File: config.mk
export PLATFORM = sky130hd
export DESIGN_NAME = sha256_byte_stream_hasher
export DESIGN_NICKNAME = d
export VERILOG_FILES = /design/src/sha_pkg.sv /design/src/sha_fifo.sv /design/src/sha_front.sv /design/src/sha_back.sv /design/src/sha256_byte_stream_hasher.sv
export SDC_FILE = /design/constraint.sdc
export NUM_CORES = 2
export LEC_CHECK = 0
export ABC_CLOCK_PERIOD_IN_PS = 16900
export BUFFER_PORTS_ARGS = -buffer_cell sky130_fd_sc_hd__buf_4
export CAP_MARGIN = 20
export CORE_ASPECT_RATIO = 0.75
export CORE_MARGIN = 4
export CORE_UTILIZATION = 52
export CTS_CLUSTER_DIAMETER = 50
export DETAILED_ROUTE_END_ITERATION = 8
export PLACE_DENSITY = 0.76
export SYNTH_ARGS = -nofsm -noshare
export SYNTH_HDL_FRONTEND = slang
export SYNTH_SLANG_ARGS = --single-unit
File: constraint.sdc
create_clock -name clk_i -period 16.9 [get_ports clk_i]
set_input_delay 2.535 -clock clk_i [delete_from_list [all_inputs] [get_ports clk_i]]
set_output_delay 2.535 -clock clk_i [all_outputs]
set_load 0.01 [all_outputs]
File: src/sha_pkg.sv
// Shared types, constants and round functions of the SHA-256 byte stream hasher.
`timescale 1ns / 1ps
`default_nettype none
package sha_pkg;

  localparam int unsigned FifoDepth = 4;
  localparam int unsigned FifoAw    = 2;

  typedef enum logic {
    OP_ABSORB = 1'b0,
    OP_FINISH = 1'b1
  } op_e;

  typedef struct packed {
    logic       op;
    logic [7:0] data_byte;
  } in_word_t;

  typedef struct packed {
    logic [31:0] digest_word;
    logic [2:0]  word_index;
    logic        last_word;
  } out_word_t;

  // Classified command passed from the front to the back.
  typedef struct packed {
    logic       finish;
    logic [7:0] data_byte;
  } cmd_t;

  localparam logic [31:0] RoundK [64] = '{
    32'h428a2f98, 32'h71374491, 32'hb5c0fbcf, 32'he9b5dba5,
    32'h3956c25b, 32'h59f111f1, 32'h923f82a4, 32'hab1c5ed5,
    32'hd807aa98, 32'h12835b01, 32'h243185be, 32'h550c7dc3,
    32'h72be5d74, 32'h80deb1fe, 32'h9bdc06a7, 32'hc19bf174,
    32'he49b69c1, 32'hefbe4786, 32'h0fc19dc6, 32'h240ca1cc,
    32'h2de92c6f, 32'h4a7484aa, 32'h5cb0a9dc, 32'h76f988da,
    32'h983e5152, 32'ha831c66d, 32'hb00327c8, 32'hbf597fc7,
    32'hc6e00bf3, 32'hd5a79147, 32'h06ca6351, 32'h14292967,
    32'h27b70a85, 32'h2e1b2138, 32'h4d2c6dfc, 32'h53380d13,
    32'h650a7354, 32'h766a0abb, 32'h81c2c92e, 32'h92722c85,
    32'ha2bfe8a1, 32'ha81a664b, 32'hc24b8b70, 32'hc76c51a3,
    32'hd192e819, 32'hd6990624, 32'hf40e3585, 32'h106aa070,
    32'h19a4c116, 32'h1e376c08, 32'h2748774c, 32'h34b0bcb5,
    32'h391c0cb3, 32'h4ed8aa4a, 32'h5b9cca4f, 32'h682e6ff3,
    32'h748f82ee, 32'h78a5636f, 32'h84c87814, 32'h8cc70208,
    32'h90befffa, 32'ha4506ceb, 32'hbef9a3f7, 32'hc67178f2
  };

  localparam logic [31:0] InitH [8] = '{
    32'h6a09e667, 32'hbb67ae85, 32'h3c6ef372, 32'ha54ff53a,
    32'h510e527f, 32'h9b05688c, 32'h1f83d9ab, 32'h5be0cd19
  };

  localparam logic [7:0] PadByte   = 8'h80;
  localparam logic [5:0] LenOffset = 6'd56;

  function automatic logic [31:0] rotr(input logic [31:0] x, input int unsigned n);
    rotr = (x >> n) | (x << (32 - n));
  endfunction

endpackage
`default_nettype wire

File: src/sha_fifo.sv
// Small command queue between the front and the back of the hasher.
`timescale 1ns / 1ps
`default_nettype none
module sha_fifo
  import sha_pkg::*;
(
  input  wire logic clk_i,
  input  wire logic rst_ni,
  input  wire logic push_i,
  input  cmd_t      push_data_i,
  output logic      full_o,
  input  wire logic pop_i,
  output cmd_t      pop_data_o,
  output logic      empty_o
);
  cmd_t              mem_q [FifoDepth];
  logic [FifoAw-1:0] wr_q, rd_q;
  logic [FifoAw:0]   cnt_q;

  assign full_o     = (cnt_q == (FifoAw+1)'(FifoDepth));
  assign empty_o    = (cnt_q == '0);
  assign pop_data_o = mem_q[rd_q];

  always_ff @(posedge clk_i) begin
    if (push_i && !full_o) mem_q[wr_q] <= push_data_i;
  end

  always_ff @(posedge clk_i or negedge rst_ni) begin
    if (!rst_ni) begin
      wr_q  <= '0;
      rd_q  <= '0;
      cnt_q <= '0;
    end else begin
      if (push_i && !full_o) wr_q <= wr_q + 1'b1;
      if (pop_i && !empty_o) rd_q <= rd_q + 1'b1;
      cnt_q <= cnt_q + (FifoAw+1)'(push_i && !full_o) - (FifoAw+1)'(pop_i && !empty_o);
    end
  end
endmodule
`default_nettype wire

File: src/sha_front.sv
// Input stage: accepts words and classifies them into absorb or finish commands.
`timescale 1ns / 1ps
`default_nettype none
module sha_front
  import sha_pkg::*;
(
  input  wire logic in_valid_i,
  output logic      in_ready_o,
  input  in_word_t  in_data_i,
  output logic      push_o,
  output cmd_t      push_data_o,
  input  wire logic full_i
);
  assign in_ready_o            = !full_i;
  assign push_o                = in_valid_i && !full_i;
  assign push_data_o.finish    = (op_e'(in_data_i.op) == OP_FINISH);
  assign push_data_o.data_byte = in_data_i.data_byte;
endmodule
`default_nettype wire

File: src/sha_back.sv
// Back end: block buffer, padding, one-round-per-cycle compression and digest output.
`timescale 1ns / 1ps
`default_nettype none
module sha_back
  import sha_pkg::*;
(
  input  wire logic clk_i,
  input  wire logic rst_ni,
  input  cmd_t      cmd_i,
  input  wire logic empty_i,
  output logic      pop_o,
  output logic      out_valid_o,
  input  wire logic out_ready_i,
  output out_word_t out_data_o
);
  typedef enum logic [4:0] {
    ST_IDLE  = 5'b00001,
    ST_PAD   = 5'b00010,
    ST_COMP  = 5'b00100,
    ST_ADD   = 5'b01000,
    ST_EMIT  = 5'b10000
  } state_e;

  state_e       state_q, state_d;
  logic [31:0]  h_q [8];
  logic [31:0]  v_q [8];
  logic [31:0]  w_q [16];
  logic [5:0]   cnt_q;
  logic [63:0]  total_q;
  logic [5:0]   round_q;
  logic [5:0]   pad_q;
  logic         fin_q;
  logic         len_done_q;
  logic [2:0]   oidx_q;
  logic [7:0]   pad_byte;
  logic [31:0]  wt, w_new, s0, s1, t1, t2, big0, big1, ch, maj;
  logic [63:0]  bits;
  logic [3:0]   wsel;

  assign bits = {total_q[60:0], 3'b000};
  assign pop_o = (state_q == ST_IDLE) && !empty_i;

  // Byte written at pad position: zero, or the length field in the last eight bytes.
  always_comb begin
    pad_byte = 8'h00;
    if (len_done_q && pad_q >= LenOffset)
      pad_byte = bits[8*(7 - 32'(pad_q[2:0])) +: 8];
  end

  assign wsel  = round_q[3:0];
  assign s0    = rotr(w_q[4'(wsel + 4'd1)], 7) ^ rotr(w_q[4'(wsel + 4'd1)], 18)
               ^ (w_q[4'(wsel + 4'd1)] >> 3);
  assign s1    = rotr(w_q[4'(wsel + 4'd14)], 17) ^ rotr(w_q[4'(wsel + 4'd14)], 19)
               ^ (w_q[4'(wsel + 4'd14)] >> 10);
  assign w_new = w_q[wsel] + s0 + w_q[4'(wsel + 4'd9)] + s1;
  assign wt    = (round_q < 6'd16) ? w_q[wsel] : w_new;
  assign big1  = rotr(v_q[4], 6) ^ rotr(v_q[4], 11) ^ rotr(v_q[4], 25);
  assign ch    = (v_q[4] & v_q[5]) ^ (~v_q[4] & v_q[6]);
  assign t1    = v_q[7] + big1 + ch + RoundK[round_q] + wt;
  assign big0  = rotr(v_q[0], 2) ^ rotr(v_q[0], 13) ^ rotr(v_q[0], 22);
  assign maj   = (v_q[0] & v_q[1]) ^ (v_q[0] & v_q[2]) ^ (v_q[1] & v_q[2]);
  assign t2    = big0 + maj;

  assign out_valid_o            = (state_q == ST_EMIT);
  assign out_data_o.digest_word = h_q[oidx_q];
  assign out_data_o.word_index  = oidx_q;
  assign out_data_o.last_word   = (oidx_q == 3'd7);

  always_comb begin
    state_d = state_q;
    unique case (state_q)
      ST_IDLE: begin
        if (!empty_i) begin
          // A pad byte in the last slot fills the block, so nothing is left to pad.
          if (cmd_i.finish) state_d = (cnt_q == 6'd63) ? ST_COMP : ST_PAD;
          else if (cnt_q == 6'd63) state_d = ST_COMP;
        end
      end
      ST_PAD:  if (pad_q == 6'd63) state_d = ST_COMP;
      ST_COMP: if (round_q == 6'd63) state_d = ST_ADD;
      ST_ADD: begin
        if (!fin_q) state_d = ST_IDLE;
        else if (len_done_q) state_d = ST_EMIT;
        else state_d = ST_PAD;
      end
      ST_EMIT: if (out_ready_i && oidx_q == 3'd7) state_d = ST_IDLE;
      default: state_d = ST_IDLE;
    endcase
  end

  // Word buffer takes one byte at a time into the 16-word window; compression rewrites its schedule words.
  always_ff @(posedge clk_i) begin
    if (state_q == ST_IDLE && !empty_i) begin
      if (cmd_i.finish) w_q[cnt_q[5:2]][8*(3 - 32'(cnt_q[1:0])) +: 8] <= PadByte;
      else w_q[cnt_q[5:2]][8*(3 - 32'(cnt_q[1:0])) +: 8] <= cmd_i.data_byte;
    end else if (state_q == ST_PAD) begin
      w_q[pad_q[5:2]][8*(3 - 32'(pad_q[1:0])) +: 8] <= pad_byte;
    end else if (state_q == ST_COMP && round_q >= 6'd16) begin
      w_q[wsel] <= w_new;
    end
    if (state_q == ST_COMP) begin
      v_q[7] <= v_q[6]; v_q[6] <= v_q[5]; v_q[5] <= v_q[4];
      v_q[4] <= v_q[3] + t1;
      v_q[3] <= v_q[2]; v_q[2] <= v_q[1]; v_q[1] <= v_q[0];
      v_q[0] <= t1 + t2;
    end else begin
      for (int i = 0; i < 8; i++) v_q[i] <= h_q[i];
    end
  end

  always_ff @(posedge clk_i or negedge rst_ni) begin
    if (!rst_ni) begin
      state_q    <= ST_IDLE;
      for (int i = 0; i < 8; i++) h_q[i] <= InitH[i];
      cnt_q      <= '0;
      total_q    <= '0;
      round_q    <= '0;
      pad_q      <= '0;
      fin_q      <= 1'b0;
      len_done_q <= 1'b0;
      oidx_q     <= '0;
    end else begin
      state_q <= state_d;
      unique case (state_q)
        ST_IDLE: begin
          round_q <= '0;
          if (!empty_i) begin
            if (cmd_i.finish) begin
              fin_q <= 1'b1;
              // Length goes in this block only when the pad byte lands before byte 56.
              len_done_q <= (cnt_q < LenOffset - 6'd1) || (cnt_q == LenOffset - 6'd1);
              pad_q <= cnt_q + 6'd1;
              if (cnt_q == 6'd63) pad_q <= 6'd63;
            end else begin
              fin_q   <= 1'b0;
              cnt_q   <= cnt_q + 6'd1;
              total_q <= total_q + 64'd1;
            end
          end
        end
        ST_PAD: begin
          if (pad_q != 6'd63) pad_q <= pad_q + 6'd1;
          round_q <= '0;
        end
        ST_COMP: round_q <= round_q + 6'd1;
        ST_ADD: begin
          for (int i = 0; i < 8; i++) h_q[i] <= h_q[i] + v_q[i];
          cnt_q <= '0;
          if (fin_q && !len_done_q) begin
            len_done_q <= 1'b1;
            pad_q      <= '0;
          end
          oidx_q <= '0;
        end
        ST_EMIT: begin
          if (out_ready_i) begin
            oidx_q <= oidx_q + 3'd1;
            if (oidx_q == 3'd7) begin
              for (int i = 0; i < 8; i++) h_q[i] <= InitH[i];
              total_q <= '0;
              fin_q   <= 1'b0;
            end
          end
        end
        default: ;
      endcase
    end
  end
endmodule
`default_nettype wire

File: src/sha256_byte_stream_hasher.sv
// Top level of the SHA-256 byte stream hasher.
// Input channel (in_valid_i/in_ready_o/in_data_i) carries one word per item:
// op absorb adds data_byte to the message, op finish pads, compresses and
// emits the digest. Output channel (out_valid_o/out_ready_i/out_data_o)
// carries eight digest words, index 0 (most significant) first, with
// last_word set on index 7.
// A four-entry queue separates intake from the hashing engine, so words are
// taken while the engine compresses or while the receiver stalls.
// An absorb word writes one byte into the block buffer; the 64th byte of a
// block starts 64 compression rounds (one per cycle) and the hash update.
// A finish writes the pad byte, then writes padding into every byte left in
// the block (none when the pad byte fills it, a whole extra block when more
// than 55 bytes are buffered), compresses each block and emits the eight
// digest words. The engine takes no new bytes while it compresses a block;
// its rate is set by the single round unit and the byte-wide buffer writes.
// Reset loads the initial hash values and clears the counters and queue.
// A stalled receiver holds the current digest word until it is taken;
// the engine stops, and intake stops once the queue is full.
`timescale 1ns / 1ps
`default_nettype none
module sha256_byte_stream_hasher
  import sha_pkg::*;
(
  input  wire logic clk_i,
  input  wire logic rst_ni,
  input  wire logic in_valid_i,
  output logic      in_ready_o,
  input  in_word_t  in_data_i,
  output logic      out_valid_o,
  input  wire logic out_ready_i,
  output out_word_t out_data_o
);
  logic push, full, pop, empty;
  cmd_t push_data, pop_data;

  sha_front u_front (
    .in_valid_i (in_valid_i),
    .in_ready_o (in_ready_o),
    .in_data_i  (in_data_i),
    .push_o     (push),
    .push_data_o(push_data),
    .full_i     (full)
  );

  sha_fifo u_fifo (
    .clk_i      (clk_i),
    .rst_ni     (rst_ni),
    .push_i     (push),
    .push_data_i(push_data),
    .full_o     (full),
    .pop_i      (pop),
    .pop_data_o (pop_data),
    .empty_o    (empty)
  );

  sha_back u_back (
    .clk_i      (clk_i),
    .rst_ni     (rst_ni),
    .cmd_i      (pop_data),
    .empty_i    (empty),
    .pop_o      (pop),
    .out_valid_o(out_valid_o),
    .out_ready_i(out_ready_i),
    .out_data_o (out_data_o)
  );
endmodule
`default_nettype wire
==> metrics.txt <==
status complete, no violations; Synth Instances 8040; Max H-tree Level 4; CP peak stage delay just over 0.9 ns; Max FO, Critical Path 155; Post-CTS Setup Bufs 0; number of DRC markers in iteration 0 9706; Crit path top cell by count a21oi_1; CTS Sinks 1156; WL/cell 27.78 microns; Synth Register Bits 1156; global-route usage over all layers 34.00%; critical path type reg -> reg; Remaining DRCs 0; CP Launch Type register; WL final 281.9 mm; final RePlAce weighted congestion approximately 1.0; worst-margin pin slew around 1.3 ns; placed standard-cell area 84170 sq um; post-route ant nets 0; die footprint between 150000 and 200000 sq um; Post-synth EDFFs 548; Die H 350.9 microns; Synth area leaders edfxtp_1 (20%), mux4_2 (9.3%), dfrtp_1 (6.6%); Clock Root Buffer clkbuf_16; largest net degree at the start of global routing around 180; Bufs and invs on worst path 4; Final Hold Fails 0; final setup fails 0; post-synth top area share 20.18%; port bufs 50; fmax 67.80 MHz; DIE WIDTH around 470 microns; ys flop type edfxtp_1; sequential area share after synthesis 37.48%; layout cells sized above 1 13.23%; hold buffer count at CTS 0; Final Cycle Share 87.28%; PostCTS Resize Cnt 0; nets 8561; Max Cap Violations 0; CTS buffer count 137; final instance area 88830 sq um; Synthesis Warnings 0; Slew Viols, Final 0; final core occ 57.20%; register clock-pin slew on the reported worst setup and hold paths ~0.060 ns; crit path capture type register; gr ovfl total 0; Synth async-reset ratio between 30% and 40%; post-layout minimum cycle time approximately 15 ns; via count of the routed design 66920; Synth Area per Inst 10.14 sq um; worst skew pair latency around 0.84 ns; Critical Path AT 15.40 ns; FP Rows 125; RSZ-0062 raised after global routing no; dpl hpwl ~200 mm; Initial Utilization 52.50%; CP required 17.55 ns; vias in the first global route 63080; Clock Path Buffers 3; Avg Vias per Cell 6.593; library cells used by synthesis just under 100; DRT Pass-1 Iters 6; area grow syn2layout 8.943%; Mapped Nets 8664; Layout Skew 0.05015 ns; Setup TNS 0 ns; Core ar. 155300 sq um; Yosys top cell by area edfxtp_1; first-pass GRT wire length between 400 and 500 mm; HP Class reg -> reg; num ports approximately 50; TritonCTS clock tree built; initial antenna violation count 2; most common cell in the netlist nand2_1; slowest CP cell dfrtp_4; Worst slew margin 14.07%; Synth top cells by count nand2_1 (1053), edfxtp_1 (548), nor2_1 (537); mapped cell area a little over 80000 sq um; critical path's top delay family compound AO/OA/AOI/OAI gates
-- through the flow --
step / std cells / hold slack [ns] / setup WS [ns]
after floorplan: 8040 / 0.4310 / 2.978
after global placement: 9867 / 0.4466 / 2.716
after detailed placement: 9878 / 0.4483 / 2.580
after CTS: 10130 / 0.4568 / 2.522
after global routing: 10150 / 0.4802 / 1.317
final: 10150 / 0.4588 / 2.150
-- logic make-up (layout without fill, tap and decap cells) --
family	Yosys count	after routing	share of synthesized area [%]
other cells	0	5	0
simple gates	2256	2256	12.12
fa+ha+maj	631	631	11.43
flops	1156	1156	37.48
mux	725	725	14.35
buf+inv	831	841	3.962
compound gates	1813	1813	13.90
xor+xnor	628	628	6.764
-- cells in the final DEF (no fill, tap or decap), types with 137 or more instances in the layout --
master,instances
mux2i_1,298
xor2_1,276
clkbuf_16,139
fa_1,196
mux4_2,335
dfrtp_1,207
nand3_1,160
xnor2_1,349
buf_4,189
a21o_1,205
dfxtp_1,256
nand2_1,1052
dfstp_2,137
ha_1,411
nor2_1,534
inv_1,368
a21oi_1,521
edfxtp_1,548
o21ai_0,503
-- state kept, by name (all words and copies together), names as in the netlist, 2 cells and up --
signal          count
u_back.cnt_q        6
u_back.h_q        256
u_back.oidx_q       3
u_back.pad_q        6
u_back.round_q      6
u_back.state_q      5
u_back.total_q     61
u_back.v_q        256
u_back.w_q        512
u_fifo.cnt_q        3
u_fifo.mem_q       36
u_fifo.rd_q         2
u_fifo.wr_q         2
-- worst reg2reg max path: cells and delay by family, from the launching register on --
family                     cells  cell delay (ns)
muxes                          3             1.23
buffers and inverters          4             1.71
and+or+nand+nor                4             0.89
DFF                            1             0.93
AOI/OAI and AO/OA             18             5.42
adders and majority gates      8             3.51
xor gates and xnor gates       5             0.89
-- final cells by class --
| class | count | area [sq um] |
|---|---|---|
| Tap cell | 2095 | 2621 |
| Antenna cell | 5 | 12.51 |
| Fill cell | 12890 | 66470 |
| Timing Repair Buffer | 218 | 1818 |
| Clock inverter | 73 | 768.2 |
| Multi-Input combinational cell | 6053 | 47900 |
| Inverter | 371 | 1395 |
| Sequential cell | 1156 | 30590 |
| Clock buffer | 179 | 3729 |
-- worst paths after layout --
check | start | to | slack [ns] | cells past startpoint
min in group asynchronous | rst_ni | u_back.h_q[162] | 1.76 | 1
max in group asynchronous | rst_ni | u_back.oidx_q[1] | 12.24 | 4
min reg2reg | u_back.v_q[0][214] | u_back.v_q[0][246] | 0.46 | 2
min | u_back.v_q[0][214] | u_back.v_q[0][246] | 0.46 | 2
max | u_back.round_q[0] | u_back.v_q[0][31] | 2.15 | 42
max reg2reg | u_back.round_q[0] | u_back.v_q[0][31] | 2.15 | 42
-- metal layers --
| layer | global-route usage (%) | vias up | share of wire (%) |
|---|---|---|---|
| li1 | - | 28920 | - |
| met4 | 8.859 | 6 | 2.6 |
| met3 | 14.09 | 584 | 15 |
| met2 | 45.30 | 4417 | 39 |
| met1 | 50.56 | 32990 | 43 |
| met5 | 0.2331 | - | 0.066 |
Power is left out: the tool's default activity adds up to more than one toggle a clock period on the data nets, which glitch-free logic cannot reach.
